`src/rtl/core/sor_pkg.sv`:
```
// Shared types and constants for the sensor outlier replacer.
// Used by every module under rtl/core; depends on nothing else.
`default_nettype none
package sor_pkg;

	localparam int NS   = 4;   // sensors in one set
	localparam int RW   = 32;  // reading width, signed Q16.16
	localparam int CW   = 16;  // coefficient width, unsigned Q4.12
	localparam int PW   = 2 * CW; // coefficient times threshold, Q8.24
	localparam int AMW  = 34;  // |4r - sum|
	localparam int MNW  = 36;  // sum of |4r - sum|, sixteen times the mean deviation
	localparam int MDW  = 34;  // twice the median absolute deviation
	localparam int XW   = 72;  // width of the scaled limit compare
	localparam int DCW  = 3;   // dead count width
	localparam int IDXW = 2;   // register index width

	// register indexes
	localparam logic [IDXW-1:0] REG_MED_COEFF = 2'd0;
	localparam logic [IDXW-1:0] REG_MEAN_COEFF = 2'd1;
	localparam logic [IDXW-1:0] REG_THRESHOLD = 2'd2;

	// reset values
	localparam logic [CW-1:0] MED_COEFF_RST = 16'd6073;
	localparam logic [CW-1:0] MEAN_COEFF_RST = 16'd5134;
	localparam logic [CW-1:0] THRESHOLD_RST = 16'd14336;
	localparam logic [PW-1:0] PMED_RST = PW'(MED_COEFF_RST) * PW'(THRESHOLD_RST);
	localparam logic [PW-1:0] PMEAN_RST = PW'(MEAN_COEFF_RST) * PW'(THRESHOLD_RST);

	typedef logic signed [RW-1:0] rd_t;

	// after median stage
	typedef struct {
		rd_t              r[NS];
		logic [NS-1:0]    zero;
		logic [DCW-1:0]   dead;
		rd_t              med;
		logic [AMW-1:0]   am[NS];
	} med_res_t;

	// after deviation stages
	typedef struct {
		rd_t              r[NS];
		logic [NS-1:0]    zero;
		logic [DCW-1:0]   dead;
		rd_t              med;
		logic [RW-1:0]    ad[NS];
		logic [MDW-1:0]   mad2;
		logic [MNW-1:0]   mean16;
	} dev_res_t;

	// final result
	typedef struct {
		rd_t              cleaned[NS];
		logic [NS-1:0]    mask;
		logic [DCW-1:0]   dead;
	} out_res_t;

endpackage
`default_nettype wire

```
`src/rtl/core/sor_median.sv`:
```
// Stages 1-2: dead detection, partial sort, median and mean deviation terms.
// Depends on sor_pkg.
`default_nettype none
module sor_median (
	input  wire logic            clk,
	input  wire logic            arst_n,
	input  wire logic            in_valid,
	output logic                 in_ready,
	input  wire sor_pkg::rd_t    in_r[sor_pkg::NS],
	output logic                 out_valid,
	input  wire logic            out_ready,
	output sor_pkg::med_res_t    out_res
);
	localparam int RW_SUM = sor_pkg::RW + 2;

	logic v_s1, v_s2, rdy1, rdy2;
	sor_pkg::rd_t r_s1[sor_pkg::NS];
	logic [sor_pkg::NS-1:0] zero_s1;
	logic [sor_pkg::DCW-1:0] dead_s1;
	logic signed [RW_SUM-1:0] sum_s1;
	sor_pkg::rd_t lo1_s1, hi1_s1, lo2_s1, hi2_s1, fl_s1, ll_s1;
	sor_pkg::med_res_t res_s2;

	logic [sor_pkg::NS-1:0] zero_c;
	logic [sor_pkg::DCW-1:0] dead_c;
	logic signed [RW_SUM-1:0] sum_c;
	sor_pkg::rd_t fl_c, ll_c;
	sor_pkg::rd_t ma, mb, pa, pb;
	logic signed [sor_pkg::RW:0] avg_sum;
	sor_pkg::rd_t med_c;
	logic signed [sor_pkg::MNW-1:0] amd[sor_pkg::NS];
	logic [sor_pkg::AMW-1:0] am_c[sor_pkg::NS];

	assign rdy2 = !v_s2 || out_ready;
	assign rdy1 = !v_s1 || rdy2;
	assign in_ready = rdy1;
	assign out_valid = v_s2;
	assign out_res = res_s2;

	// stage 1 logic: zero flags, count, sum, first and last live reading
	always_comb begin
		dead_c = '0;
		sum_c = '0;
		fl_c = '0;
		ll_c = '0;
		for (int i = 0; i < sor_pkg::NS; i++) begin
			zero_c[i] = (in_r[i] == '0);
			dead_c = dead_c + sor_pkg::DCW'(zero_c[i]);
			sum_c = sum_c + RW_SUM'(in_r[i]);
			if (!zero_c[i]) ll_c = in_r[i];
		end
		for (int i = sor_pkg::NS - 1; i >= 0; i--) begin
			if (!zero_c[i]) fl_c = in_r[i];
		end
	end

	always_ff @(posedge clk or negedge arst_n) begin
		if (!arst_n) v_s1 <= 1'b0;
		else if (rdy1) v_s1 <= in_valid;
	end

	// first compare-swap layer on the pairs
	always_ff @(posedge clk) begin
		if (rdy1 && in_valid) begin
			r_s1 <= in_r;
			zero_s1 <= zero_c;
			dead_s1 <= dead_c;
			sum_s1 <= sum_c;
			lo1_s1 <= (in_r[0] < in_r[1]) ? in_r[0] : in_r[1];
			hi1_s1 <= (in_r[0] < in_r[1]) ? in_r[1] : in_r[0];
			lo2_s1 <= (in_r[2] < in_r[3]) ? in_r[2] : in_r[3];
			hi2_s1 <= (in_r[2] < in_r[3]) ? in_r[3] : in_r[2];
			fl_s1 <= fl_c;
			ll_s1 <= ll_c;
		end
	end

	// stage 2 logic: middle pair (first and last live reading when half or more are dead), floor average, |4r - sum|
	always_comb begin
		ma = (lo1_s1 > lo2_s1) ? lo1_s1 : lo2_s1;
		mb = (hi1_s1 < hi2_s1) ? hi1_s1 : hi2_s1;
		if (dead_s1 >= sor_pkg::DCW'(sor_pkg::NS / 2)) begin
			pa = fl_s1;
			pb = ll_s1;
		end else begin
			pa = ma;
			pb = mb;
		end
		avg_sum = (sor_pkg::RW + 1)'(pa) + (sor_pkg::RW + 1)'(pb);
		med_c = avg_sum[sor_pkg::RW:1];
		for (int i = 0; i < sor_pkg::NS; i++) begin
			amd[i] = (sor_pkg::MNW'(r_s1[i]) <<< 2) - sor_pkg::MNW'(sum_s1);
			am_c[i] = amd[i][sor_pkg::MNW-1] ? sor_pkg::AMW'(-amd[i])
				: sor_pkg::AMW'(amd[i]);
		end
	end

	always_ff @(posedge clk or negedge arst_n) begin
		if (!arst_n) v_s2 <= 1'b0;
		else if (rdy2) v_s2 <= v_s1;
	end

	always_ff @(posedge clk) begin
		if (rdy2 && v_s1) begin
			res_s2.r <= r_s1;
			res_s2.zero <= zero_s1;
			res_s2.dead <= dead_s1;
			res_s2.med <= med_c;
			res_s2.am <= am_c;
		end
	end

endmodule
`default_nettype wire

```
`config.mk`:
```
export PLATFORM = sky130hd
export DESIGN_NAME = sor_median
export DESIGN_NICKNAME = d
export VERILOG_FILES = /design/src/rtl/core/sor_pkg.sv /design/src/rtl/core/sor_median.sv
export SDC_FILE = /design/constraint.sdc
export NUM_CORES = 2
export LEC_CHECK = 0
export ABC_AREA = 1
export BUFFER_PORTS_ARGS = -buffer_cell sky130_fd_sc_hd__clkbuf_2
export CORE_MARGIN = 2
export CORE_UTILIZATION = 33
export CTS_BUF_LIST = sky130_fd_sc_hd__clkbuf_16
export DETAILED_ROUTE_END_ITERATION = 12
export PLACE_DENSITY = 0.5
export SLEW_MARGIN = 20
export SYNTH_ARGS = -nofsm -noshare
export SYNTH_HDL_FRONTEND = slang
export SYNTH_SLANG_ARGS = --single-unit
```
`constraint.sdc`:
```
create_clock -name clk -period 17 [get_ports clk]
set_input_delay 1.7 -clock clk [delete_from_list [all_inputs] [get_ports clk]]
set_output_delay 1.7 -clock clk [all_outputs]
set_load 0.02 [all_outputs]
```
==> results by group <==
CTS
  – CTS buffer count: 79
  – Largest buffer count on any clock path: 3
  – CTS tree: yes
  – H-tree depth: 3
  – CTS clk-pin slew, worst paths: around 60 ps
  – Hold Buf Count CTS: 0
  – Post-CTS setup repair buffer count: 0
  – Clock sink total: roughly 660
  – Clock root buffer: clkbuf_16
  – Clock insertion delay at the later pin of the skew report: 710 ps
  – CTS resizes: 0

Placed design
  – Number of port buffers: 436
  – HPWL Detailed: 141000 um
  – Place WS: around 11000 ps
  – GPL Wtd Cong: ~0.98

Logic synthesis
  – Synth Register Bits: around 660
  – EDFF count, synth: roughly 660
  – Register area share after synthesis: 0.451
  – Cells after synthesis: 4945
  – FFs w/ async S/R, synth: 0.00302
  – Synth Flop Type: edfxtp_1
  – Synth Area per Inst: 8.92 sq um
  – Syn nets: about 5.5k
  – Post-Syn Area: approximately 44000 sq um
  – Count of cell types in the netlist: between 70 and 80
  – Yosys warns: 0

Critical path
  – Crit path buf inv count: 3
  – Worst EP required: ~17000 ps
  – CP arrival: 6350 ps
  – CP most frequent cell: nand2_1
  – CP peak stage delay: between 400 and 500 ps
  – Top delay family on crit path: simple AND/OR/NAND/NOR gates
  – Slowest-stage cell, CP: buf_4
  – CP Capture Type: register
  – R2R Setup Slk: between 10000 and 15000 ps
  – CP max FO: 59
  – CP Launch Type: register
  – Setup Crit Path Kind: reg -> reg

Floorplanning
  – Core area: approximately 130000 sq um
  – Chip Width: 370 um
  – Vert. Die Dim: 370 um
  – Die ar.: 137000 sq um
  – # IOs: ~440
  – Initial Util: 0.331
  – FP Rows: approximately 130

Timing
  – Final worst setup slack: about 11000 ps
  – Peak Freq: 0.169 GHz
  – Hold Vio Cnt, Final: 0
  – Final worst-path cycle share: 0.347
  – Max Transition Viols Final: 0
  – Layout Skew: 30.1 ps
  – Final setup viols: 0
  – Setup TNS: 0 ps
  – RSZ-0062 raised after global routing: no
  – Crit path time final: slightly below 6000 ps
  – Slew margin rel.: 0.241
  – Pin slew with the least headroom to its limit: around 1100 ps

Pwr
  – Total power: between 9000 and 10000 uW
  – Power per cell area: roughly 180 nW/um^2
  – Pleak: 0.0224 uW
  – Peak supply drop: 82.0 uV

Layout
  – Layout area overhead: 15.7%
  – Commonest non-fill, non-tap cell in the layout: nand2_1
  – Nets: approximately 6k
  – Share of layout cells above drive strength 1: 0.132
  – Commonest non-fill, non-tap cells in the layout: nand2_1, edfxtp_1, inv_1
  – Final Util: 0.383

Drt
  – # DRC: 0
  – Final WL: 178000 um
  – WL per Instance: roughly 25 um
  – DR iter-0 viols: roughly 3.5k
  – Vias per Instance: around 5.2
  – Detailed Routing Iterations Pass 1: 6
  – Routed vias: roughly 38k
  – Routed Antenna Nets: 0

Min path
  – Hold Crit Class: reg -> reg

Job
  – Max Cap Violations: 0

Global route
  – Largest net degree at the start of global routing: 113
  – All-Layer GR Usage: 0.255
  – Number of global-route vias before repair: 35.9k
  – Total global routing overflow: 0
  – Global-route wire length before repair: around 250000 um
  – Initial antenna violation count: 28

Status
  – Status: finished, final reports clean
-- cell usage after synthesis (57+ instances only) --
master | n | area share
a21oi_1 | 355 | 0.040
clkbuf_1 | 57 | 0.0049
ha_1 | 321 | 0.091
xnor2_1 | 63 | 0.013
nand2_1 | 1167 | 0.099
o21ai_0 | 376 | 0.043
nand3_1 | 138 | 0.016
xor2_1 | 187 | 0.037
nor2_1 | 358 | 0.030
inv_1 | 651 | 0.055
edfxtp_1 | 661 | 0.45
nand4_1 | 79 | 0.011
fa_1 | 67 | 0.030
-- path summary, 6_finish.rpt --
kind | startpoint | endpoint | depth (start not counted)
setup / recovery | lo1_s1[31] | out_res[161] | 29
hold / removal | zero_s1[2] | out_res[173] | 0
setup reg to reg | lo1_s1[31] | out_res[161] | 29
hold reg to reg | zero_s1[2] | out_res[173] | 0
max in group asynchronous | arst_n | v_s1 | 1
min in group asynchronous | arst_n | out_valid | 1
-- through the flow --
step	std cells	cell area, sq um	hold slack, ps
2_1_floorplan	4945	44100	400
5_1_grt	7240	51000	442
3_5_place_dp	7092	48400	416
6_report	7240	51000	425
4_1_cts	7235	51000	430
3_3_place_gp	7092	48400	405
-- per-layer routing --
layer	part of all wire	up-vias	global-route usage
li1	-	17800	-
met2	0.45	1455	0.402
met1	0.44	18000	0.356
met3	0.071	246	0.0398
met4	0.032	18	0.0841
met5	0.00060	-	0
-- area by class of cell --
cell class              count  area (sq um)
multi-input cells        3532         21400
clock buffers              83          2080
flip-flops and latches    663         19900
clock inverters            60           500
well taps                1768          2210
repair buffers            467          2460
inverters                 664          2500
diodes                      3          7.51
fillers                 13600         82100
-- state kept, by name (all words and copies together) (netlist names), 3 cells and up --
register and flops:
ll_s1 32, fl_s1 32, dead_s1 3, sum_s1 34, lo1_s1 32, r_s1 128
zero_s1 4, hi1_s1 32, out_res 300, lo2_s1 32, hi2_s1 32
-- power breakdown --
part           internal [uW]  switching [uW]
combinational           1410            3370
sequential              2390             160
clock                    992             743
total                   4800            4270
-- cell families after synthesis --
| logic type | after synthesis | synth area share |
|---|---|---|
| AND/OR/NAND/NOR | 1927 | 0.186 |
| AO/OA/AOI/OAI | 957 | 0.123 |
| buffers and inverters | 750 | 0.0652 |
| flip-flops | 663 | 0.451 |
| adder cells (fa/ha/maj) | 388 | 0.121 |
| XOR/XNOR | 260 | 0.0541 |
Power figures use the tool's default switching activity.
