--- src/rtl/core/sor_pkg.sv ---
// Shared types and constants for the sensor outlier replacer.
// Used by every module under rtl/core; depends on nothing else.
`default_nettype none
package sor_pkg;

	localparam int NS   = 4;   // sensors in one set
	localparam int RW   = 32;  // reading width, signed Q16.16
	localparam int CW   = 16;  // coefficient width, unsigned Q4.12
	localparam int PW   = 2 * CW; // coefficient times threshold, Q8.24
	localparam int AMW  = 34;  // |4r - sum|
	localparam int MNW  = 36;  // sum of |4r - sum|, sixteen times the mean deviation
	localparam int MDW  = 34;  // twice the median absolute deviation
	localparam int XW   = 72;  // width of the scaled limit compare
	localparam int DCW  = 3;   // dead count width
	localparam int IDXW = 2;   // register index width

	// register indexes
	localparam logic [IDXW-1:0] REG_MED_COEFF = 2'd0;
	localparam logic [IDXW-1:0] REG_MEAN_COEFF = 2'd1;
	localparam logic [IDXW-1:0] REG_THRESHOLD = 2'd2;

	// reset values
	localparam logic [CW-1:0] MED_COEFF_RST = 16'd6073;
	localparam logic [CW-1:0] MEAN_COEFF_RST = 16'd5134;
	localparam logic [CW-1:0] THRESHOLD_RST = 16'd14336;
	localparam logic [PW-1:0] PMED_RST = PW'(MED_COEFF_RST) * PW'(THRESHOLD_RST);
	localparam logic [PW-1:0] PMEAN_RST = PW'(MEAN_COEFF_RST) * PW'(THRESHOLD_RST);

	typedef logic signed [RW-1:0] rd_t;

	// after median stage
	typedef struct {
		rd_t              r[NS];
		logic [NS-1:0]    zero;
		logic [DCW-1:0]   dead;
		rd_t              med;
		logic [AMW-1:0]   am[NS];
	} med_res_t;

	// after deviation stages
	typedef struct {
		rd_t              r[NS];
		logic [NS-1:0]    zero;
		logic [DCW-1:0]   dead;
		rd_t              med;
		logic [RW-1:0]    ad[NS];
		logic [MDW-1:0]   mad2;
		logic [MNW-1:0]   mean16;
	} dev_res_t;

	// final result
	typedef struct {
		rd_t              cleaned[NS];
		logic [NS-1:0]    mask;
		logic [DCW-1:0]   dead;
	} out_res_t;

endpackage
`default_nettype wire

--- src/rtl/core/sor_dev.sv ---
// Stages 3-4: absolute deviations, mean deviation sum and median absolute deviation.
// Depends on sor_pkg.
`default_nettype none
module sor_dev (
	input  wire logic              clk,
	input  wire logic              arst_n,
	input  wire logic              in_valid,
	output logic                   in_ready,
	input  wire sor_pkg::med_res_t in_res,
	output logic                   out_valid,
	input  wire logic              out_ready,
	output sor_pkg::dev_res_t      out_res
);
	logic v_s3, v_s4, rdy3, rdy4;
	sor_pkg::med_res_t m_s3;
	logic [sor_pkg::RW-1:0] ad_s3[sor_pkg::NS];
	logic [sor_pkg::MNW-1:0] mean16_s3;
	sor_pkg::dev_res_t res_s4;

	logic signed [sor_pkg::RW:0] df[sor_pkg::NS];
	logic [sor_pkg::RW-1:0] ad_c[sor_pkg::NS];
	logic [sor_pkg::MNW-1:0] mean_c;
	logic [sor_pkg::RW-1:0] l1, h1, l2, h2, da, db;

	assign rdy4 = !v_s4 || out_ready;
	assign rdy3 = !v_s3 || rdy4;
	assign in_ready = rdy3;
	assign out_valid = v_s4;
	assign out_res = res_s4;

	// stage 3 logic: |r - med| and the mean deviation sum
	always_comb begin
		mean_c = '0;
		for (int i = 0; i < sor_pkg::NS; i++) begin
			df[i] = (sor_pkg::RW + 1)'(in_res.r[i]) - (sor_pkg::RW + 1)'(in_res.med);
			ad_c[i] = df[i][sor_pkg::RW] ? sor_pkg::RW'(-df[i]) : sor_pkg::RW'(df[i]);
			mean_c = mean_c + sor_pkg::MNW'(in_res.am[i]);
		end
	end

	always_ff @(posedge clk or negedge arst_n) begin
		if (!arst_n) v_s3 <= 1'b0;
		else if (rdy3) v_s3 <= in_valid;
	end

	always_ff @(posedge clk) begin
		if (rdy3 && in_valid) begin
			m_s3 <= in_res;
			ad_s3 <= ad_c;
			mean16_s3 <= mean_c;
		end
	end

	// stage 4 logic: middle two deviations summed
	always_comb begin
		l1 = (ad_s3[0] < ad_s3[1]) ? ad_s3[0] : ad_s3[1];
		h1 = (ad_s3[0] < ad_s3[1]) ? ad_s3[1] : ad_s3[0];
		l2 = (ad_s3[2] < ad_s3[3]) ? ad_s3[2] : ad_s3[3];
		h2 = (ad_s3[2] < ad_s3[3]) ? ad_s3[3] : ad_s3[2];
		da = (l1 > l2) ? l1 : l2;
		db = (h1 < h2) ? h1 : h2;
	end

	always_ff @(posedge clk or negedge arst_n) begin
		if (!arst_n) v_s4 <= 1'b0;
		else if (rdy4) v_s4 <= v_s3;
	end

	always_ff @(posedge clk) begin
		if (rdy4 && v_s3) begin
			res_s4.r <= m_s3.r;
			res_s4.zero <= m_s3.zero;
			res_s4.dead <= m_s3.dead;
			res_s4.med <= m_s3.med;
			res_s4.ad <= ad_s3;
			res_s4.mad2 <= sor_pkg::MDW'(da) + sor_pkg::MDW'(db);
			res_s4.mean16 <= mean16_s3;
		end
	end

endmodule
`default_nettype wire

--- config.mk ---
export PLATFORM = sky130hd
export DESIGN_NAME = sor_dev
export DESIGN_NICKNAME = d
export VERILOG_FILES = /design/src/rtl/core/sor_pkg.sv /design/src/rtl/core/sor_dev.sv
export SDC_FILE = /design/constraint.sdc
export NUM_CORES = 1
export LEC_CHECK = 0
export BUFFER_PORTS_ARGS = -buffer_cell sky130_fd_sc_hd__buf_2
export CORE_UTILIZATION = 58
export DETAILED_ROUTE_END_ITERATION = 16
export PLACE_DENSITY = 0.82
export SETUP_SLACK_MARGIN = 0.4
export SYNTH_ARGS = -nofsm -noshare
export SYNTH_HDL_FRONTEND = slang
export SYNTH_SLANG_ARGS = --single-unit
--- constraint.sdc ---
create_clock -name clk -period 13.6 [get_ports clk]
set_input_delay 2.04 -clock clk [delete_from_list [all_inputs] [get_ports clk]]
set_output_delay 2.04 -clock clk [all_outputs]
set_load 0.005 [all_outputs]
==> reports/results.ini, run 1 <==
[pwr]
leakagePower_nw=20.0
p_int_mw=5.69
power.share.switching_pct=36.8
comb_power_share_pct=44.0
share_seq_of_total_power_pct=34.1
p_per_area_nw_per_um2=190
power.ir.vdd_worst_mv=0.172
clockPowerShare_pct=21.9
overall_power_consumption_mw=9.01
switchingPower_mw=3.32

[timing]
hold_fails_final_rpt=0
crit_share_post_route_pct=66.6
layout_min_cycle_time_ps=9050
setup_viol_count_final=0
final-max-slew-violation-count=0
fin_worst_skew_ps=24.2
tns_ps=0
rsz0062_at_grt=false
layout_setup_ws_ps=4550
max_slew.worst_pin.slew_ps=1070
max_frequency_mhz=110
whs_ps=399
max_slew_margin_pct=27.0

[synth]
syn_area_um2=40600
number_of_synthesized_flops_with_an_enable_pin=695
post_synth_xor_area_fraction_pct=5.46
yosys.area_share.adder_pct=13.6
synth.largest_area_cell=sky130_fd_sc_hd__edfxtp_1
yosys_register_bits=697
synth_compound_gate_area_share_pct=13.8
ys.flop_type=sky130_fd_sc_hd__edfxtp_1
synthesis.yosys.warnings=0
top_area_cell_type_share_of_the_netlist_area_pct=51.4
yosys.cell_count.top_type=sky130_fd_sc_hd__edfxtp_1
synth-seq-area-share_pct=51.5
ys_top_cells_by_count=sky130_fd_sc_hd__edfxtp_1 (695), sky130_fd_sc_hd__ha_1 (324), sky130_fd_sc_hd__a21oi_1 (245)
synthMuxAreaShare_pct=3.41
netlist_instances=3401
async_flop_share_pct=0.287
netlist-cell-type-count=91
synthesis.nets=4105
combinational_family_with_the_most_area_after_synthesis=compound AO/OA/AOI/OAI gates
yosys.area_share.simple_pct=9.39
synthesis.area_per_instance_um2=11.9
yosys-top-cells-area=sky130_fd_sc_hd__edfxtp_1 (51%), sky130_fd_sc_hd__ha_1 (10%), sky130_fd_sc_hd__xnor2_1 (3.9%)

[routing]
route.detailed.wl_per_inst_um=23.4
detail_route.iter0.violations=2828
drt_first_pass_iters=6
detailed_route_wire_length_mm=119
vias=30452
detail_route.drc_violations=0
drt-vias-per-instance=5.98
detail-route-antenna-nets=0

[global_routing]
track_usage_pct=33.0
first_global_vias=29256
met2_usage_pct=54.6
gr-usage-met3_pct=5.79
grt-busiest-layer=met2
grt_pass1_wl_mm=173
grtUsageMet1_pct=43.9
antenna_violations_before_repair=16
grt_start_max_net_pins=164
grt_overflow_total=0

[finish]
synthesis_to_layout_area_growth_pct=16.8
non_filler_cell_area_final_um2=47400
multi_input_comb_area_um2=18600
finish.cell_count_without_fillers=5093
final_net_count=4804
final_layout_size_suffix_gt1_share_pct=20.5
ff_latch_area_um2=20900
final_core_utilization_pct=68.8
fill_cells=5050

[die]
die-area_um2=71100
die_width_um=267
count_of_pins_on_the_block_boundary=674
die_h_um=267
initial_core_utilization_pct=58.9
core-area_um2=68900
floorplan.rows=96

[setup_path]
rr_endpoint=out_res[68]$_DFFE_PP_
worst_setup_start_kind=flop
total_number_of_cells_along_the_worst_setup_path=33
cpLargestDelayFamily=compound AO/OA/AOI/OAI gates
setup.worst_path.end=out_res[68]$_DFFE_PP_
timing.reg2reg.setup_slack_ps=4550
worst-endpoint-required_ps=13950
cp_slowest_cell=sky130_fd_sc_hd__buf_4
arrival_ps=9410
cp_common_cell=sky130_fd_sc_hd__a21o_1
worstPathMaxFanout=68
r2r-start=ad_s3[61]$_DFFE_PP_
worstPathBufferInverterCount=2
critPathLaunch=ad_s3[61]$_DFFE_PP_
crit_path_max_cell_delay_ps=740
rr_worst_depth=33
timing.critical_path.to_type=flop
timing.setup.critical_path_class=reg -> reg

[clock_tree]
cts_post_setup_buffers_inserted=0
cts_tree=built
htree_levels=3
tritoncts_sinks=697
clk_pin_slew_ps=60
clock_root_buffer=sky130_fd_sc_hd__clkbuf_16
tritoncts.num_buffers=74
clock_tree.buffer_depth=3
cts.hold.buffers_added=0
clkLatencyLatePin_ps=620
post_cts_resized=0

[status]
outcome=finished, final reports clean

[place]
worst_slack_after_detailed_placement_ps=4610
port-buffer-count=672
place_hpwl_mm=96.0
placement.cell_area_um2=45100
count_of_placed_standard_cells_including_taps=4955
gp_congestion=0.951

[hold_path]
min-delay-path-class=reg -> reg

[flow_run]
max_cap_violations=0

## cell usage in the layout (no fill, tap or decap), types with 24 or more instances in the layout
cell type	synthesis	routed
sky130_fd_sc_hd__buf_2	6	672
sky130_fd_sc_hd__nand2b_1	31	31
sky130_fd_sc_hd__a211oi_1	28	28
sky130_fd_sc_hd__a31oi_1	43	42
sky130_fd_sc_hd__nand3_1	53	53
sky130_fd_sc_hd__fa_1	73	73
sky130_fd_sc_hd__edfxtp_1	695	695
sky130_fd_sc_hd__inv_1	243	243
sky130_fd_sc_hd__nor2_1	174	174
sky130_fd_sc_hd__a21oi_1	245	245
sky130_fd_sc_hd__mux2i_1	135	135
sky130_fd_sc_hd__a21o_1	117	117
sky130_fd_sc_hd__o21ai_0	122	122
sky130_fd_sc_hd__clkbuf_16	0	75
sky130_fd_sc_hd__nand4_1	38	38
sky130_fd_sc_hd__xnor2_1	180	180
sky130_fd_sc_hd__nor2b_1	37	37
sky130_fd_sc_hd__o21a_1	71	71
sky130_fd_sc_hd__nand2_1	179	179
sky130_fd_sc_hd__and3_1	24	24
sky130_fd_sc_hd__xor2_1	73	73
sky130_fd_sc_hd__nor3_1	70	70
sky130_fd_sc_hd__or3_1	31	31
sky130_fd_sc_hd__ha_1	324	324
sky130_fd_sc_hd__o211ai_1	29	29
sky130_fd_sc_hd__o21ai_1	30	30
## power by group through the flow
stage | Clock (mW) | Combinational, mW | Sequential, mW
6_report | 1.98 | 3.96 | 3.07
5_1_grt | 2.06 | 4.36 | 3.09
4_1_cts | 1.99 | 3.93 | 3.07
3_5_place_dp | 0 | 3.90 | 3.11
3_3_place_gp | 0 | 3.82 | 3.09
2_1_floorplan | 0 | 2.78 | 3.12
## flip-flops by register name, summed over array words and instances, names as in the netlist
name	flops
out_res	364
m_s3	167
ad_s3	128
mean16_s3	36
out_valid	1
v_s3	1
## final cells by class
| cell class | count | area share (%) |
|---|---|---|
| diodes | 7 | 0.0369 |
| flip-flops and latches | 697 | 44.1 |
| clock inverters | 40 | 0.804 |
| inverters | 243 | 1.92 |
| multi-input cells | 2394 | 39.1 |
| repair buffers | 690 | 7.40 |
| clock buffers | 91 | 4.15 |
| well taps | 931 | 2.45 |
## worst register-to-register path, delay by kind of cell, from the launching register on
kind                     cells  cell delay (ps)
AND/OR/NAND/NOR              7             1480
flip-flops                   1              450
buffers and inverters        2             1080
adder cells (fa/ha/maj)      4             1280
multiplexers                 2              670
AO/OA/AOI/OAI               18             3820
## worst min-delay path by stage
stage,start,endpoint,cells past startpoint
after floorplan,mean16_s3[0]$_DFFE_PP_,out_res[0]$_DFFE_PP_,0
after global placement,m_s3[224]$_DFFE_PP_,out_res[286]$_DFFE_PP_,0
after detailed placement,mean16_s3[18]$_DFFE_PP_,out_res[18]$_DFFE_PP_,0
after CTS,m_s3[224]$_DFFE_PP_,out_res[286]$_DFFE_PP_,0
after global routing,m_s3[224]$_DFFE_PP_,out_res[286]$_DFFE_PP_,0
final,m_s3[224]$_DFFE_PP_,out_res[286]$_DFFE_PP_,0
## cell families (layout without fill, tap and decap cells)
family / Yosys count / in the layout
XOR/XNOR: 253 / 253
AO/OA/AOI/OAI: 851 / 851
flip-flops: 697 / 697
multiplexers: 138 / 138
adder cells (fa/ha/maj): 397 / 397
buffers and inverters: 310 / 1064
other: 1 / 8
AND/OR/NAND/NOR: 754 / 754
## metal layers
layer | wire length, um | up-vias
met1 | 48300 | 14698
met4 | 4020 | 6
met2 | 57000 | 1364
met3 | 9860 | 212
li1 | - | 14172
met5 | 35 | -
No activity file was read; power rests on OpenSTA's default activity.
==> run 2: changes to the inputs <==
--- a/config.mk
+++ b/config.mk
@@ -5,10 +5,11 @@
 export SDC_FILE = /design/constraint.sdc
 export NUM_CORES = 1
 export LEC_CHECK = 0
+export ABC_AREA = 1
 export BUFFER_PORTS_ARGS = -buffer_cell sky130_fd_sc_hd__buf_2
-export CORE_UTILIZATION = 58
+export CORE_UTILIZATION = 52
 export DETAILED_ROUTE_END_ITERATION = 16
-export PLACE_DENSITY = 0.82
+export PLACE_DENSITY = 0.77
 export SETUP_SLACK_MARGIN = 0.4
 export SYNTH_ARGS = -nofsm -noshare
 export SYNTH_HDL_FRONTEND = slang
==> constraint.sdc (replaced) <==
create_clock -name clk -period 8.14 [get_ports clk]
set_input_delay 1.221 -clock clk [delete_from_list [all_inputs] [get_ports clk]]
set_output_delay 1.221 -clock clk [all_outputs]
set_load 0.005 [all_outputs]
==> run 2 against run 1 <==
  * Critical path depth is 1 lower
  * Clock power is 79% higher
  * Register-to-register slack worse by 3400 ps
  * First-iteration DRC count is 15% higher
  * Worst hold slack worse by 48 ps
  * Flip-flop and latch count stayed put
  * Critical endpoint is now out_res[61]$_DFFE_PP_
  * Global-route usage is 0.53 points higher
  * Clock skew is 3.3 ps lower
==> reports/results.ini, run 2 <==
[finish]
most_common_library_cell_in_the_layout_ignoring_fill_and_taps=sky130_fd_sc_hd__nand2_1  ; was sky130_fd_sc_hd__edfxtp_1
finish.cell_count_without_fillers=6137  ; was 5,093
synthesis_to_layout_area_growth_pct=17.7  ; was 16.8%
layout_common_cells=sky130_fd_sc_hd__nand2_1 (966), sky130_fd_sc_hd__edfxtp_1 (695), sky130_fd_sc_hd__buf_2 (672)  ; was sky130_fd_sc_hd__edfxtp_1 (695), sky130_fd_sc_hd__buf_2 (672), sky130_fd_sc_hd__ha_1 (324)
largest_register_ff_count=364  ; unchanged
final_core_utilization_pct=62.2  ; was 68.8%
final_net_count=5719  ; was 4,804
final_layout_size_suffix_gt1_share_pct=19.0  ; was 20.5%
fill_cells=6548  ; was 5,050

[clock_tree]
cts_tree=built  ; unchanged
cts.hold.buffers_added=0  ; unchanged
clock_root_buffer=sky130_fd_sc_hd__clkbuf_16  ; unchanged
tritoncts.num_buffers=75  ; was 74
htree_levels=3  ; unchanged
tritoncts_sinks=697  ; unchanged
clkLatencyLatePin_ps=650  ; was 620 ps
clock_tree.buffer_depth=3  ; unchanged
clk_pin_slew_ps=60  ; about the same
post_cts_resized=0  ; unchanged
cts_post_setup_buffers_inserted=0  ; unchanged

[routing]
detailed_route_wire_length_mm=139  ; was 119 mm
route.detailed.wl_per_inst_um=22.7  ; was 23.4 um
drt-vias-per-instance=5.59  ; was 5.98
drt_first_pass_iters=6  ; unchanged
detail_route.iter0.violations=3242  ; was 2,828
detail_route.drc_violations=0  ; unchanged
detail-route-antenna-nets=0  ; unchanged
vias=34288  ; was 30,452

[timing]
max_slew_margin_pct=29.1  ; was 27.0%
layout_min_cycle_time_ps=6940  ; was 9050 ps
rsz0062_at_grt=false  ; unchanged
crit_share_post_route_pct=85.3  ; was 66.6%
fin_worst_skew_ps=20.9  ; was 24.2 ps
max_frequency_mhz=144  ; was 110 MHz
whs_ps=350  ; was 399 ps
setup_viol_count_final=0  ; unchanged
layout_setup_ws_ps=1200  ; was 4550 ps
hold_fails_final_rpt=0  ; unchanged
tns_ps=0  ; unchanged
final-max-slew-violation-count=0  ; unchanged
max_slew.worst_pin.slew_ps=1060  ; was 1070 ps

[pwr]
comb_power_share_pct=47.5  ; was 44.0%
power.ir.vdd_worst_mv=0.233  ; was 0.172 mV
leakagePower_nw=21.7  ; was 20.0 nW
power.share.switching_pct=40.9  ; was 36.8%
clockPowerShare_pct=21.1  ; was 21.9%
switchingPower_mw=6.90  ; was 3.32 mW
p_per_area_nw_per_um2=341  ; was 190 nW/um2
p_int_mw=9.96  ; was 5.69 mW
share_seq_of_total_power_pct=31.4  ; was 34.1%

[synth]
synthesis.area_per_instance_um2=9.82  ; was 11.9 um2
number_of_synthesized_flops_with_an_enable_pin=695  ; unchanged
async_flop_share_pct=0.287  ; unchanged
yosys_register_bits=697  ; unchanged
ys_top_cells_by_count=sky130_fd_sc_hd__nand2_1 (966), sky130_fd_sc_hd__edfxtp_1 (695), sky130_fd_sc_hd__inv_1 (426)  ; was sky130_fd_sc_hd__edfxtp_1 (695), sky130_fd_sc_hd__ha_1 (324), sky130_fd_sc_hd__a21oi_1 (245)
netlist-cell-type-count=64  ; was 91
yosys-top-cells-area=sky130_fd_sc_hd__edfxtp_1 (50%), sky130_fd_sc_hd__ha_1 (9.6%), sky130_fd_sc_hd__nand2_1 (8.6%)  ; was sky130_fd_sc_hd__edfxtp_1 (51%), sky130_fd_sc_hd__ha_1 (10%), sky130_fd_sc_hd__xnor2_1 (3.9%)
top_area_cell_type_share_of_the_netlist_area_pct=49.6  ; was 51.4%
netlist_instances=4279  ; was 3,401
synthesis.nets=4983  ; was 4,105
synthesis.yosys.warnings=0  ; unchanged
synth-seq-area-share_pct=49.8  ; was 51.5%
ys.flop_type=sky130_fd_sc_hd__edfxtp_1  ; unchanged
syn_area_um2=42000  ; was 40,600 um2
yosys.cell_count.top_type=sky130_fd_sc_hd__nand2_1  ; was sky130_fd_sc_hd__edfxtp_1
synth.largest_area_cell=sky130_fd_sc_hd__edfxtp_1  ; unchanged

[global_routing]
first_global_vias=32786  ; was 29,256
grt_pass1_wl_mm=201  ; was 173 mm
track_usage_pct=33.5  ; was 33.0%
antenna_violations_before_repair=25  ; was 16
grt_start_max_net_pins=149  ; was 164
grt_overflow_total=0  ; unchanged

[die]
initial_core_utilization_pct=52.9  ; was 58.9%
floorplan.rows=103  ; was 96
die_h_um=286  ; was 267 um
count_of_pins_on_the_block_boundary=674  ; unchanged
core-area_um2=79500  ; was 68,900 um2
die_width_um=286  ; was 267 um
die-area_um2=82000  ; was 71,100 um2

[status]
outcome=finished, final reports clean  ; unchanged

[setup_path]
worstPathMaxFanout=49  ; was 68
timing.setup.critical_path_class=reg -> reg  ; unchanged
worst-endpoint-required_ps=8520  ; was 13,950 ps
cp_slowest_cell=sky130_fd_sc_hd__o21ai_0  ; was sky130_fd_sc_hd__buf_4
cp_common_cell=sky130_fd_sc_hd__nand2_1  ; was sky130_fd_sc_hd__a21o_1
rr_worst_depth=32  ; was 33
crit_path_max_cell_delay_ps=780  ; was 740 ps
worst_setup_start_kind=flop  ; unchanged
timing.critical_path.to_type=flop  ; unchanged
arrival_ps=7320  ; was 9410 ps

[place]
worst_slack_after_detailed_placement_ps=764  ; was 4610 ps
place_hpwl_mm=114  ; was 96.0 mm
count_of_placed_standard_cells_including_taps=5988  ; was 4,955
port-buffer-count=672  ; unchanged
gp_congestion=0.999  ; was 0.951

[flow_run]
max_cap_violations=0  ; unchanged

[hold_path]
min-delay-path-class=in -> async  ; was reg -> reg

## run 2: cell types whose count changed in the layout (fill, tap and decap cells not counted), sizes merged, moves of 89 or more
| cell | before | now |
|---|---|---|
| mux2i | 135 | 0 |
| xnor2 | 180 | 86 |
| nand3 | 53 | 181 |
| nand2 | 179 | 989 |
| xor2 | 73 | 162 |
| nor2 | 175 | 393 |
| a21o | 118 | 24 |
| inv | 247 | 444 |
| o21ai | 152 | 281 |
## run 2: routing by layer
metal | vias to the layer above | GRT usage [%] | wire [um]
met2 | 1540 | 56.1 | 66100
li1 | 16268 | - | -
met4 | 20 | 15.4 | 7040
met5 | - | 0 | 123
met3 | 303 | 6.22 | 11700
met1 | 16157 | 42.1 | 54300
## run 2: power by group through the flow
stage	sequential, mW	combinational [mW]	clock [mW]
global route	5.34	8.86	3.70
global placement	5.35	7.79	0
detailed placement	5.37	7.86	0
CTS	5.30	7.90	3.58
floorplan	5.35	5.09	0
finish	5.30	8.01	3.55
## run 2: final timing paths
kind / from / endpoint / slack (ps)
setup / recovery: ad_s3[117]$_DFFE_PP_ / out_res[61]$_DFFE_PP_ / 1200
hold / removal: arst_n / v_s3$_DFFE_PN0N_ / 350
setup reg to reg: ad_s3[117]$_DFFE_PP_ / out_res[61]$_DFFE_PP_ / 1200
hold reg to reg: m_s3[297]$_DFFE_PP_ / out_res[359]$_DFFE_PP_ / 410
max in group asynchronous: arst_n / out_valid$_DFFE_PN0P_ / 7690
min in group clk: m_s3[297]$_DFFE_PP_ / out_res[359]$_DFFE_PP_ / 410
## run 2: final cells by class
| class | instances | area, um2 | share of cell area [%] |
|---|---|---|---|
| Antenna cell | 11 | 27.5 | 0.0557 |
| Clock buffer | 89 | 1930 | 3.90 |
| Clock inverter | 49 | 604 | 1.22 |
| Inverter | 437 | 1650 | 3.33 |
| Multi-Input combinational cell | 3087 | 19200 | 38.9 |
| Sequential cell | 697 | 20900 | 42.3 |
| Tap cell | 1050 | 1310 | 2.66 |
| Timing Repair Buffer | 717 | 3780 | 7.63 |
## run 2: cell families (layout without fill, tap and decap cells)
family                     Yosys count  after routing  synth area share (%)
and+or+nand+nor                   1714           1714                  17.2
AOI/OAI and AO/OA                  727            727                  9.85
buffers and inverters              495           1292                  4.58
adders and majority gates          397            397                  13.1
DFF                                697            697                  49.8
other                                1             12               0.00892
xor gates and xnor gates           248            248                  5.48
## run 2: per-stage QoR
step | total power [mW] | cell area, um2
final | 16.9 | 49500
after global routing | 17.9 | 49500
after detailed placement | 13.2 | 46900
after CTS | 16.8 | 49400
after global placement | 13.1 | 46900
after floorplan | 10.4 | 42100
## run 2: worst max-delay path: cells and delay by family (launching register included)
kind / cells / cell delay [ps]
buf+inv: 4 / 880
fa+ha+maj: 3 / 1010
flops: 1 / 530
compound gates: 13 / 2920
simple gates: 11 / 1140
xor+xnor: 1 / 150
